[config.mk]
export PLATFORM = sky130hd
export DESIGN_NAME = clip_stack_rect_fill_front_end_top
export DESIGN_NICKNAME = d
export VERILOG_FILES = /design/src/hdl/csrf_pkg.sv /design/src/hdl/csrf_ctrl.sv /design/src/hdl/csrf_dp.sv /design/src/hdl/clip_stack_rect_fill_front_end_top.sv
export SDC_FILE = /design/constraint.sdc
export NUM_CORES = 2
export LEC_CHECK = 0
export BUFFER_PORTS_ARGS = -buffer_cell sky130_fd_sc_hd__buf_2
export CAP_MARGIN = 5
export CORE_MARGIN = 2
export CORE_UTILIZATION = 30
export DETAILED_ROUTE_END_ITERATION = 8
export PLACE_DENSITY_LB_ADDON = 0.08
export SYNTH_ARGS = -nofsm -noshare
export SYNTH_HDL_FRONTEND = slang
export SYNTH_HIERARCHICAL = 1
export SYNTH_SLANG_ARGS = --single-unit
[constraint.sdc]
create_clock -name clk -period 10.9 [get_ports clk]
set_clock_uncertainty 0.05 [all_clocks]
set_input_delay 1.09 -clock clk [delete_from_list [all_inputs] [get_ports clk]]
set_output_delay 1.09 -clock clk [all_outputs]
set_load 0.01 [all_outputs]
[src/hdl/csrf_pkg.sv]
// ----------------------------------------------------------------------------
// csrf_pkg
// shared types, codes and sizes for the clip stack rectangle fill front end
// ----------------------------------------------------------------------------
package csrf_pkg;

  // stack depth, base entry included
  localparam int CLIP_DEPTH    = 16;
  localparam int STACK_ENTRIES = CLIP_DEPTH - 1;
  localparam int ADDR_W        = (STACK_ENTRIES > 1) ? $clog2(STACK_ENTRIES) : 1;
  localparam int LEVEL_W       = $clog2(CLIP_DEPTH + 1);

  localparam int COORD_W   = 15;
  localparam int RECT_W    = 16;
  localparam int STRIDE_W  = 17;
  localparam int CFG_W     = 17;
  localparam int CFG_IDX_W = 2;
  localparam int COLOR_W   = 32;
  localparam int OFFSET_W  = 32;
  localparam int LEVEL_OUT_W = 5;
  // intersection math: sums of 16-bit signed and 15-bit unsigned values
  localparam int ISECT_W   = 18;
  // four bytes per pixel
  localparam int PIXEL_SHIFT = 2;

  // operation codes
  localparam logic [1:0] FUNC_PUSH = 2'd0;
  localparam logic [1:0] FUNC_POP  = 2'd1;
  localparam logic [1:0] FUNC_FILL = 2'd2;
  // unused code, changes nothing
  localparam logic [1:0] FUNC_NONE = 2'd3;

  // status codes
  localparam logic [1:0] STATUS_DONE       = 2'd0;
  localparam logic [1:0] STATUS_PUSH_FULL  = 2'd1;
  localparam logic [1:0] STATUS_POP_BASE   = 2'd2;
  localparam logic [1:0] STATUS_FILL_EMPTY = 2'd3;

  // configuration register indexes
  localparam logic [CFG_IDX_W-1:0] CFG_CANVAS_WIDTH  = 2'd0;
  localparam logic [CFG_IDX_W-1:0] CFG_CANVAS_HEIGHT = 2'd1;
  localparam logic [CFG_IDX_W-1:0] CFG_ROW_STRIDE    = 2'd2;

  localparam logic [COORD_W-1:0]  CANVAS_WIDTH_RST  = 15'd640;
  localparam logic [COORD_W-1:0]  CANVAS_HEIGHT_RST = 15'd480;
  localparam logic [STRIDE_W-1:0] ROW_STRIDE_RST    = 17'd2560;

  typedef struct packed {
    logic [1:0]                func;
    logic signed [RECT_W-1:0]  rect_x;
    logic signed [RECT_W-1:0]  rect_y;
    logic signed [RECT_W-1:0]  rect_w;
    logic signed [RECT_W-1:0]  rect_h;
    logic [COLOR_W-1:0]        fill_color;
  } in_item_t;

  typedef struct packed {
    logic [1:0]             status;
    logic                   draw_valid;
    logic [COORD_W-1:0]     clip_x;
    logic [COORD_W-1:0]     clip_y;
    logic [COORD_W-1:0]     clip_w;
    logic [COORD_W-1:0]     clip_h;
    logic [OFFSET_W-1:0]    start_offset;
    logic [COLOR_W-1:0]     out_color;
    logic [LEVEL_OUT_W-1:0] stack_level;
  } out_item_t;

  // one stored clip entry
  typedef struct packed {
    logic [COORD_W-1:0] x;
    logic [COORD_W-1:0] y;
    logic [COORD_W-1:0] w;
    logic [COORD_W-1:0] h;
  } clip_rect_t;

  typedef enum logic [2:0] {
    ST_IDLE,
    ST_READ,
    ST_ISECT,
    ST_EXEC,
    ST_FIN
  } state_t;

  // controller to datapath commands
  typedef struct packed {
    logic load;
    logic read;
    logic isect;
    logic exec;
    logic fin;
  } cmd_t;

endpackage

[src/hdl/csrf_ctrl.sv]
// ----------------------------------------------------------------------------
// csrf_ctrl
// sequencer: load, top clip read, intersect, commit, result
// ----------------------------------------------------------------------------
module csrf_ctrl (
  input  logic            clk,
  input  logic            rst_n,
  input  logic            start,
  output logic            busy,
  output csrf_pkg::cmd_t  cmd
);

  csrf_pkg::state_t state_r;
  csrf_pkg::state_t state_nxt;

  always_ff @(posedge clk) begin
    if (!rst_n) begin
      state_r <= csrf_pkg::ST_IDLE;
    end else begin
      state_r <= state_nxt;
    end
  end

  always_comb begin
    state_nxt = state_r;
    cmd       = '0;
    unique case (state_r)
      csrf_pkg::ST_IDLE: begin
        if (start) begin
          cmd.load  = 1'b1;
          state_nxt = csrf_pkg::ST_READ;
        end
      end
      csrf_pkg::ST_READ: begin
        cmd.read  = 1'b1;
        state_nxt = csrf_pkg::ST_ISECT;
      end
      csrf_pkg::ST_ISECT: begin
        cmd.isect = 1'b1;
        state_nxt = csrf_pkg::ST_EXEC;
      end
      csrf_pkg::ST_EXEC: begin
        cmd.exec  = 1'b1;
        state_nxt = csrf_pkg::ST_FIN;
      end
      csrf_pkg::ST_FIN: begin
        cmd.fin   = 1'b1;
        state_nxt = csrf_pkg::ST_IDLE;
      end
      default: begin
        state_nxt = csrf_pkg::ST_IDLE;
      end
    endcase
  end

  assign busy = (state_r != csrf_pkg::ST_IDLE);

endmodule

[src/hdl/csrf_dp.sv]
// ----------------------------------------------------------------------------
// csrf_dp
// datapath: config registers, clip stack memory, intersect, offset multiply
// ----------------------------------------------------------------------------
module csrf_dp (
  input  logic                                clk,
  input  logic                                rst_n,
  input  csrf_pkg::cmd_t                      cmd,
  input  csrf_pkg::in_item_t                  in_item,
  input  logic                                cfg_we,
  input  logic [csrf_pkg::CFG_IDX_W-1:0]      cfg_index,
  input  logic [csrf_pkg::CFG_W-1:0]          cfg_data,
  output logic                                out_strobe,
  output csrf_pkg::out_item_t                 out_item
);

  localparam int IW = csrf_pkg::ISECT_W;
  localparam int CW = csrf_pkg::COORD_W;
  localparam int LW = csrf_pkg::LEVEL_W;

  logic [CW-1:0]                    canvas_w_r;
  logic [CW-1:0]                    canvas_h_r;
  logic [csrf_pkg::STRIDE_W-1:0]    stride_r;
  logic [LW-1:0]                    level_r;
  logic [LW-1:0]                    level_nxt;

  csrf_pkg::in_item_t               item_r;
  csrf_pkg::clip_rect_t             mem [csrf_pkg::STACK_ENTRIES];
  csrf_pkg::clip_rect_t             rd_r;
  csrf_pkg::clip_rect_t             top;
  csrf_pkg::clip_rect_t             wr_entry;
  logic [csrf_pkg::ADDR_W-1:0]      rd_addr;
  logic [csrf_pkg::ADDR_W-1:0]      wr_addr;
  logic                             at_base;
  logic                             push_ok;
  logic                             mem_we;

  logic signed [IW-1:0] ax, ay, aw, ah, tx, ty, tw, th;
  logic signed [IW-1:0] ar, ab, tr, tb, rx, ry, rw, rh;
  logic [CW-1:0]        cx_r, cy_r;
  logic signed [IW-1:0] cw_r, ch_r;
  logic [CW-1:0]        cw_clamp, ch_clamp;
  logic                 fill_ok;

  csrf_pkg::out_item_t            res_r;
  csrf_pkg::out_item_t            res_nxt;
  logic [csrf_pkg::OFFSET_W-1:0]  prod_r;
  csrf_pkg::out_item_t            out_r;
  csrf_pkg::out_item_t            out_nxt;
  logic                           out_strobe_r;

  // configuration registers
  always_ff @(posedge clk) begin
    if (!rst_n) begin
      canvas_w_r <= csrf_pkg::CANVAS_WIDTH_RST;
      canvas_h_r <= csrf_pkg::CANVAS_HEIGHT_RST;
      stride_r   <= csrf_pkg::ROW_STRIDE_RST;
    end else if (cfg_we) begin
      unique case (cfg_index)
        csrf_pkg::CFG_CANVAS_WIDTH:  canvas_w_r <= cfg_data[CW-1:0];
        csrf_pkg::CFG_CANVAS_HEIGHT: canvas_h_r <= cfg_data[CW-1:0];
        csrf_pkg::CFG_ROW_STRIDE:    stride_r   <= cfg_data;
        default: ;
      endcase
    end
  end

  always_ff @(posedge clk) begin
    if (cmd.load) begin
      item_r <= in_item;
    end
  end

  // clip stack memory, top entry sits at level minus two
  assign at_base = (level_r < LW'(2));
  assign rd_addr = at_base ? '0 : csrf_pkg::ADDR_W'(level_r - LW'(2));
  assign wr_addr = csrf_pkg::ADDR_W'(level_r - LW'(1));
  assign push_ok = (level_r < LW'(csrf_pkg::CLIP_DEPTH));
  assign mem_we  = cmd.exec && (item_r.func == csrf_pkg::FUNC_PUSH) && push_ok;

  always_ff @(posedge clk) begin
    if (mem_we) begin
      mem[wr_addr] <= wr_entry;
    end
    if (cmd.read) begin
      rd_r <= mem[rd_addr];
    end
  end

  // base clip follows the canvas registers
  always_comb begin
    if (at_base) begin
      top.x = '0;
      top.y = '0;
      top.w = canvas_w_r;
      top.h = canvas_h_r;
    end else begin
      top = rd_r;
    end
  end

  // rectangle intersection
  assign ax = IW'(item_r.rect_x);
  assign ay = IW'(item_r.rect_y);
  assign aw = IW'(item_r.rect_w);
  assign ah = IW'(item_r.rect_h);
  assign tx = {{(IW-CW){1'b0}}, top.x};
  assign ty = {{(IW-CW){1'b0}}, top.y};
  assign tw = {{(IW-CW){1'b0}}, top.w};
  assign th = {{(IW-CW){1'b0}}, top.h};
  assign ar = ax + aw;
  assign ab = ay + ah;
  assign tr = tx + tw;
  assign tb = ty + th;
  assign rx = (ax > tx) ? ax : tx;
  assign ry = (ay > ty) ? ay : ty;
  assign rw = ((ar < tr) ? ar : tr) - rx;
  assign rh = ((ab < tb) ? ab : tb) - ry;

  // left and top are never below the clip's, which is never negative
  always_ff @(posedge clk) begin
    if (cmd.isect) begin
      cx_r <= rx[CW-1:0];
      cy_r <= ry[CW-1:0];
      cw_r <= rw;
      ch_r <= rh;
    end
  end

  assign cw_clamp = cw_r[IW-1] ? '0 : cw_r[CW-1:0];
  assign ch_clamp = ch_r[IW-1] ? '0 : ch_r[CW-1:0];
  assign fill_ok  = !cw_r[IW-1] && (cw_r != '0) && !ch_r[IW-1] && (ch_r != '0);

  assign wr_entry.x = cx_r;
  assign wr_entry.y = cy_r;
  assign wr_entry.w = cw_clamp;
  assign wr_entry.h = ch_clamp;

  // commit: stack update and result fields
  always_comb begin
    level_nxt = level_r;
    res_nxt   = '0;
    unique case (item_r.func)
      csrf_pkg::FUNC_PUSH: begin
        if (push_ok) begin
          level_nxt = level_r + LW'(1);
        end else begin
          res_nxt.status = csrf_pkg::STATUS_PUSH_FULL;
        end
      end
      csrf_pkg::FUNC_POP: begin
        if (at_base) begin
          res_nxt.status = csrf_pkg::STATUS_POP_BASE;
        end else begin
          level_nxt = level_r - LW'(1);
        end
      end
      csrf_pkg::FUNC_FILL: begin
        if (fill_ok) begin
          res_nxt.draw_valid = 1'b1;
          res_nxt.clip_x     = cx_r;
          res_nxt.clip_y     = cy_r;
          res_nxt.clip_w     = cw_r[CW-1:0];
          res_nxt.clip_h     = ch_r[CW-1:0];
          res_nxt.out_color  = item_r.fill_color;
        end else begin
          res_nxt.status = csrf_pkg::STATUS_FILL_EMPTY;
        end
      end
      default: ;
    endcase
    res_nxt.stack_level = csrf_pkg::LEVEL_OUT_W'(level_nxt);
  end

  always_ff @(posedge clk) begin
    if (!rst_n) begin
      level_r <= LW'(1);
    end else if (cmd.exec) begin
      level_r <= level_nxt;
    end
  end

  // 15 x 17 row multiply fits 32 bits
  always_ff @(posedge clk) begin
    if (cmd.exec) begin
      res_r  <= res_nxt;
      prod_r <= csrf_pkg::OFFSET_W'(cy_r * stride_r);
    end
  end

  // final offset add, zero when nothing is drawn
  always_comb begin
    out_nxt = res_r;
    if (res_r.draw_valid) begin
      out_nxt.start_offset = prod_r
        + (csrf_pkg::OFFSET_W'(res_r.clip_x) << csrf_pkg::PIXEL_SHIFT);
    end else begin
      out_nxt.start_offset = '0;
    end
  end

  always_ff @(posedge clk) begin
    if (cmd.fin) begin
      out_r <= out_nxt;
    end
  end

  always_ff @(posedge clk) begin
    if (!rst_n) begin
      out_strobe_r <= 1'b0;
    end else begin
      out_strobe_r <= cmd.fin;
    end
  end

  assign out_strobe = out_strobe_r;
  assign out_item   = out_r;

endmodule

[src/hdl/clip_stack_rect_fill_front_end_top.sv]
// ----------------------------------------------------------------------------
// clip_stack_rect_fill_front_end_top
// clip rectangle stack and fill rectangle clipping for a 2D fill engine
// ----------------------------------------------------------------------------
// An item (push clip, pop clip or fill rectangle) is taken when start is high
// and busy is low. Each item gives exactly one result, shown on out_item for a
// single cycle with out_strobe high; the receiver cannot stall it, so it must
// take the result in that cycle. From the accept edge to the strobe an item
// goes through latch, clip stack memory read, intersection, commit with the
// row multiply, and final offset add into the output register. busy stays
// high through the final offset add, so a new item is not taken before the
// last one is through; its result and the next accept may share a cycle.
// The base clip is the whole canvas and follows canvas_width/canvas_height at
// once; pushed entries keep the values they were stored with. Configuration
// writes go through cfg_we/cfg_index/cfg_data and take effect at the next edge;
// they should only be made while the block is idle.
// ----------------------------------------------------------------------------
module clip_stack_rect_fill_front_end_top (
  input  logic                            clk,
  input  logic                            rst_n,
  // item channel
  input  logic                            start,
  output logic                            busy,
  input  csrf_pkg::in_item_t              in_item,
  // result channel
  output logic                            out_strobe,
  output csrf_pkg::out_item_t             out_item,
  // configuration write port
  input  logic                            cfg_we,
  input  logic [csrf_pkg::CFG_IDX_W-1:0]  cfg_index,
  input  logic [csrf_pkg::CFG_W-1:0]      cfg_data
);

  // commands from the sequencer to the datapath
  csrf_pkg::cmd_t cmd;

  // sequencer: one item at a time through a fixed five-step flow
  csrf_ctrl u_ctrl (
    .clk   (clk),
    .rst_n (rst_n),
    .start (start),
    .busy  (busy),
    .cmd   (cmd)
  );

  // datapath: stack memory, intersection, offset math, result register
  csrf_dp u_dp (
    .clk        (clk),
    .rst_n      (rst_n),
    .cmd        (cmd),
    .in_item    (in_item),
    .cfg_we     (cfg_we),
    .cfg_index  (cfg_index),
    .cfg_data   (cfg_data),
    .out_strobe (out_strobe),
    .out_item   (out_item)
  );

endmodule

Word-level counts from Yosys, hierarchy flattened
Memories as Yosys holds them, arrays and structs flattened. A register that Yosys moved wholly into a read port is not among the register bits.
Index checks and enable logic that the tools add are counted.
Widths: inputs -> output; s select.
{"block": "totals", "memories": 1, "reg_bits": 484, "input_bits": 121, "ramBits": 900, "word_cells": 104}
{"block": "op_classes", "n_reduce_logical": 17, "multipliers": 1, "magnitude_cmp": 6, "muxes": 26, "n_eq_ne": 9, "addsub": 10}
{"memory": "u_dp.mem", "depth": 15, "width": 60, "read_ports": 1, "rd_ports_with_merged_regs": 1, "write_ports": 1, "line": "csrf_dp.sv:28", "text": "csrf_pkg::clip_rect_t mem [csrf_pkg::STACK_ENTRIES];"}
{"operator": "$mux 18", "count": 4}
{"operator": "$mux 61", "count": 1}
{"operator": "$mux 60", "count": 1}
{"operator": "$lt 18x18->1", "count": 2}
{"operator": "$reduce_bool 18->1", "count": 2}
{"operator": "$sub 18x18->18", "count": 2}
{"operator": "$add 16x16->17", "count": 2}
{"operator": "$add 15x15->16", "count": 2}
{"operator": "$add 32x17->32", "count": 1}
{"operator": "$gt 16x16->1", "count": 2}
{"operator": "$mul 15x17->32", "count": 1}
{"operator": "$mux 15", "count": 2}
{"operator": "$pmux 3 s4", "count": 1}
{"operator": "$mux 5", "count": 2}
{"operator": "$pmux 5 s2", "count": 1}
{"operator": "$mux 1", "count": 9}
{"operator": "$reduce_and 2->1", "count": 4}
{"operator": "$eq 3x2->1 const B", "count": 2}
{"operator": "$pmux 2 s3", "count": 1}
{"operator": "$add 5x1->5 const B", "count": 1}
{"operator": "$logic_and 1x1->1", "count": 5}
{"operator": "$lt 5x2->1 const B", "count": 1}
{"operator": "$lt 5x5->1 const B", "count": 1}
{"operator": "$sub 5x1->5 const B", "count": 1}
{"operator": "other kinds (13)", "count": 18}

Depth between registers and ports, before layout
{"block": "depth", "word_depth": 6, "ltp_mapped": 43, "depth_no_buf": 37}

Cells and area by module
The synthesis kept the hierarchy.
{"mod": "csrf_dp", "n_inst": 1, "cells_per_inst": 4736, "area_per_inst_um2": 68603.3}
{"mod": "csrf_ctrl", "n_inst": 1, "cells_per_inst": 16, "area_per_inst_um2": 147.6}

Worst setup path after synthesis
No wires, ideal clock.
{"block": "synth_path", "path_type": "reg2reg", "from": "register u_ctrl.state_r[2]", "to": "register u_dp.out_r, in the netlist u_dp/out_item[0], enable pin", "stages_incl_launch_ff": 2, "path_buffers": 0, "arrival_time_ns": 10.009, "slack_ns": 0.027, "setup_ns": 0.814, "path_cell_list": "dfxtp_1 nor3b_1"}
{"item": "start, declared", "line": "csrf_ctrl.sv:13", "text": "csrf_pkg::state_t state_r;"}
{"item": "start signal, assigned", "line": "csrf_ctrl.sv:18", "text": "state_r <= csrf_pkg::ST_IDLE;"}
{"item": "start signal, assigned", "line": "csrf_ctrl.sv:20", "text": "state_r <= state_nxt;"}
{"item": "end signal, assigned", "line": "csrf_dp.sv:204", "text": "out_r <= out_nxt;"}
{"item": "end, declared", "line": "csrf_dp.sv:48", "text": "csrf_pkg::out_item_t out_r;"}

Worst setup path in the final report
{"block": "layout_path", "from": "register u_dp.level_r[2]", "to": "register u_dp.cw_r[16], data pin"}
{"block": "layout_via", "elab_chain_len": 6, "elab_cells_between_ends": 8, "cone_classes": "2 x add/sub; 3 x order compare; 3 x mux"}
{"item": "start, declared", "line": "csrf_dp.sv:24", "text": "logic [LW-1:0] level_r;"}
{"item": "start signal, assigned", "line": "csrf_dp.sv:179", "text": "level_r <= level_nxt;"}
{"item": "$lt 5x2->1 (*)", "line": "csrf_dp.sv:75", "text": "assign at_base = (level_r < LW'(2));"}
{"item": "$mux 60 (*)", "line": "csrf_dp.sv:92", "text": "if (at_base) begin"}
{"item": "$add 15x15->16", "line": "csrf_dp.sv:113", "text": "assign tr = tx + tw;"}
{"item": "$lt 18x18->1", "line": "csrf_dp.sv:117", "text": "assign rw = ((ar < tr) ? ar : tr) - rx;"}
{"item": "$mux 18", "line": "csrf_dp.sv:117"}
{"item": "$sub 18x18->18 (*)", "line": "csrf_dp.sv:117"}
{"item": "via u_dp.rw[16]", "line": "csrf_dp.sv:39", "text": "logic signed [IW-1:0] ar, ab, tr, tb, rx, ry, rw, rh;"}
{"item": "end signal, assigned", "line": "csrf_dp.sv:125", "text": "cw_r <= rw;"}
{"item": "end, declared", "line": "csrf_dp.sv:41", "text": "logic signed [IW-1:0] cw_r, ch_r;"}
Mark *: on every way through the listed nets, which the timed path passes. The rest lies on a longest branch.
A chain may end at the register's enable or synchronous reset.

==> run summary <==
Tmin final: 8822 ps
# H-tree levels: 4
Routed WL: 210.5 mm
Worst slack, placed: 2110 ps
Status: finished clean
Via count: 40.05k
Hold-critical path endpoint: u_dp/out_item[71]
RD Place Congestion: 0.8310
Period utilization: 80.94%
Crit-path slowest cell: inv_2
Largest family of logic cells by synthesized area: adder cells
CTS buffer count: 164
Initial antenna violation count: 36
Finish-stage setup viols: 0
WL per Instance: 25.68 um
EDFF count, synth: 1388
Max clock buf depth: 3
Final ANT Viol Nets: 0
Die height: 482.7 um
Crit Path Category: flip-flop to flip-flop
Final nets: 5640
Main flop type after synthesis: edfxtp_1
Router iterations before antenna repair: 7
Maximum vdd ir drop: 0.1433 mV
Register-to-Register Path Depth: 31
Static leakage: 28.03 nW
Vias in the first global route: 40.82k
CTS Hold Bufs: 0
Largest net degree at the start of global routing: 129
DRC Markers: 0
Worst EP required: 11400 ps
Clock root buffer: clkbuf_16
RR Endpoint: u_dp/cw_r[16]
Unrepaired setup endpoints after global routing: no
Post-Synth Adder-Cell Area: 10.77%
Fill cells: 22.06k
Non-Filler Instances: 8196
Share of layout cells above drive strength 1: 15.71%
Critical Path AT: 9320 ps
CTS tree: built
Top-level I/O count: 255
Worst-Skew Late Latency: 820 ps
Power Dens Cells: 182.8 nW/um^2
CP startpoint kind: flip-flop
Register Area: 42800 um^2
Max Slew Vio Count: 0
TNS Setup: 0 ps
Flops & latches, synth: 1444
Worst Tran Pin Value: 1204 ps
Aggregate global-route resource usage: 17.96%
Fin. Hold Viols: 0
Dpl cells: 7890
Max Fclk: 113.4 MHz
Grt ovf: 0
Setup Buffers After CTS: 0
Synth top cells by count: edfxtp_1, nand2_1, ha_1, inv_1, nor2_1
Crit-path most repeated cell: ha_1
Core area: 227700 um^2
Post-Synth XOR/XNOR Area: 1.694%
Die Area: 233000 um^2
Yosys warnings: 6
Most frequent cell after synthesis: edfxtp_1
Simple-gate area share of the yosys netlist: 8.679%
Worst reg-to-reg setup slack: 2080 ps
Die width: 482.7 um
Starting Density: 30.19%
Hold Startpoint: u_dp/out_nxt[71]
First-pass GRT wire length: 301.2 mm
PortBufs: 254
Mapped cell area: 68750 um^2
Maxcap violations: 0
Cell taking the most area after synthesis: edfxtp_1
RR Startpoint: u_dp/level_r[2]
Worst hold path type: flip-flop to flip-flop
Crit Path Max Fanout: 35
Multi-input gate area: 24300 um^2
DP Wirelength: 137.5 mm
Multiplexer area fraction after synthesis: 7.915%
CP peak stage delay: 610 ps
Cell variety after synth: 83
Iter 0 DRT Violations: 2820
Worst setup margin: 2078 ps
CP endpoint kind: flip-flop
Post-DR vias/cell: 4.887
CTS resizes: 0
Dominant cells by area after synthesis: edfxtp_1, mux4_2, fa_1
Power, Total: 14.49 mW
Slew margin rel.: 19.02%
Cells after Synth: 4752
Complex-gate fraction of the synthesized area: 5.986%
Area grow syn2layout: 15.25%
Fraction of registers with async set/reset: 0%
Clock transition at path regs: 70 ps
Avg Cell Area, Syn: 14.47 um^2
Total clock sinks: 1444
# rows: 175
Seq/Total Area, Yosys: 62.26%
Synth top area share: 60.62%
Origin of the worst setup path: u_dp/level_r[2]
WHS Path Cells: 0
power by group:
| group | switching (mW) | internal [mW] |
|---|---|---|
| Clock | 2.32 | 3.17 |
| Combinational | 1.46 | 0.906 |
| Sequential | 0.225 | 6.41 |
routing by layer:
layer	wire length [um]	global-route usage (%)	up-vias
li1	-	-	18110
met1	99710	25.66	20780
met2	96830	28.69	949
met3	9741	2.719	212
met4	4158	4.270	6
met5	45	0	-
critical path, delay by kind of cell (launching register included):
kind	cells	cell delay, ps
AOI/OAI and AO/OA	14	3270
xor gates and xnor gates	1	250
adders and majority gates	6	1990
buffers and inverters	4	1300
DFF	1	480
muxes	1	250
and+or+nand+nor	5	920
final cells by class:
type                       instances  area share, %
multi-input combinational       2834          30.66
timing repair buffer             338          2.519
clock buffer                     209          5.563
inverter                         266          1.260
tap                             3009          4.751
clock inverter                    89          1.205
sequential                      1444          54.02
antenna                            7        0.02211
logic make-up after synthesis:
group | count (synthesis)
DFF | 1444
adders and majority gates | 472
other | 1
and+or+nand+nor | 1278
xor gates and xnor gates | 133
buffers and inverters | 477
AOI/OAI and AO/OA | 632
muxes | 315
cells in the final DEF, fill, tap and decap left out, types with 24 or more instances in the layout:
cell type	instances
edfxtp_1	1388
nand2_1	574
ha_1	270
inv_1	264
buf_2	254
and2_1	214
nor2_1	210
fa_1	200
mux4_2	180
clkbuf_16	168
a21oi_1	166
mux2i_1	106
xnor2_1	87
a211oi_1	87
o21ai_0	86
buf_4	76
a31oi_1	76
nor2b_1	59
dfxtp_1	56
a21o_1	55
a21boi_0	53
xor2_1	46
nor3_1	45
nand3_1	39
clkbuf_1	36
clkinv_1	36
clkinv_2	24
mux2_2	24
sequential cells by signal, summed over array words and instances, names as in the netlist, 16 cells and up:
register / flops
u_dp/out_nxt: 100
u_dp/ay: 16
u_dp/rd_r: 60
u_dp/item_r: 34
u_dp/ah: 16
u_dp/stride_r: 17
u_dp/ax: 16
u_dp/mem: 900
u_dp/prod_r: 32
u_dp/aw: 16
u_dp/ch_r: 18
u_dp/cw_r: 18
u_dp/out_item: 132
stage by stage:
| step | utilization (%) | instance area, um^2 | hold WS, ps |
|---|---|---|---|
| after global placement | 32.43 | 73840 | 350.8 |
| after detailed placement | 32.43 | 73840 | 354.5 |
| after CTS | 34.78 | 79210 | 310.1 |
| after global routing | 34.79 | 79230 | 337.0 |
| final | 34.80 | 79240 | 360.7 |
| after floorplan | - | 68760 | 350.3 |
worst max-delay path by stage:
| stage | endpoint | slack [ps] | cells after the start |
|---|---|---|---|
| final | u_dp/cw_r[16] | 2080 | 31 |
| after global routing | u_dp/ch_r[16] | 1370 | 36 |
| after CTS | u_dp/cw_r[16] | 2030 | 31 |
| after detailed placement | u_dp/cw_r[16] | 2110 | 31 |
| after global placement | u_dp/ch_r[16] | 2160 | 35 |
| after floorplan | u_dp/out_item[0] | 30 | 1 |
Note: power is estimated with default switching activity, not from simulation.
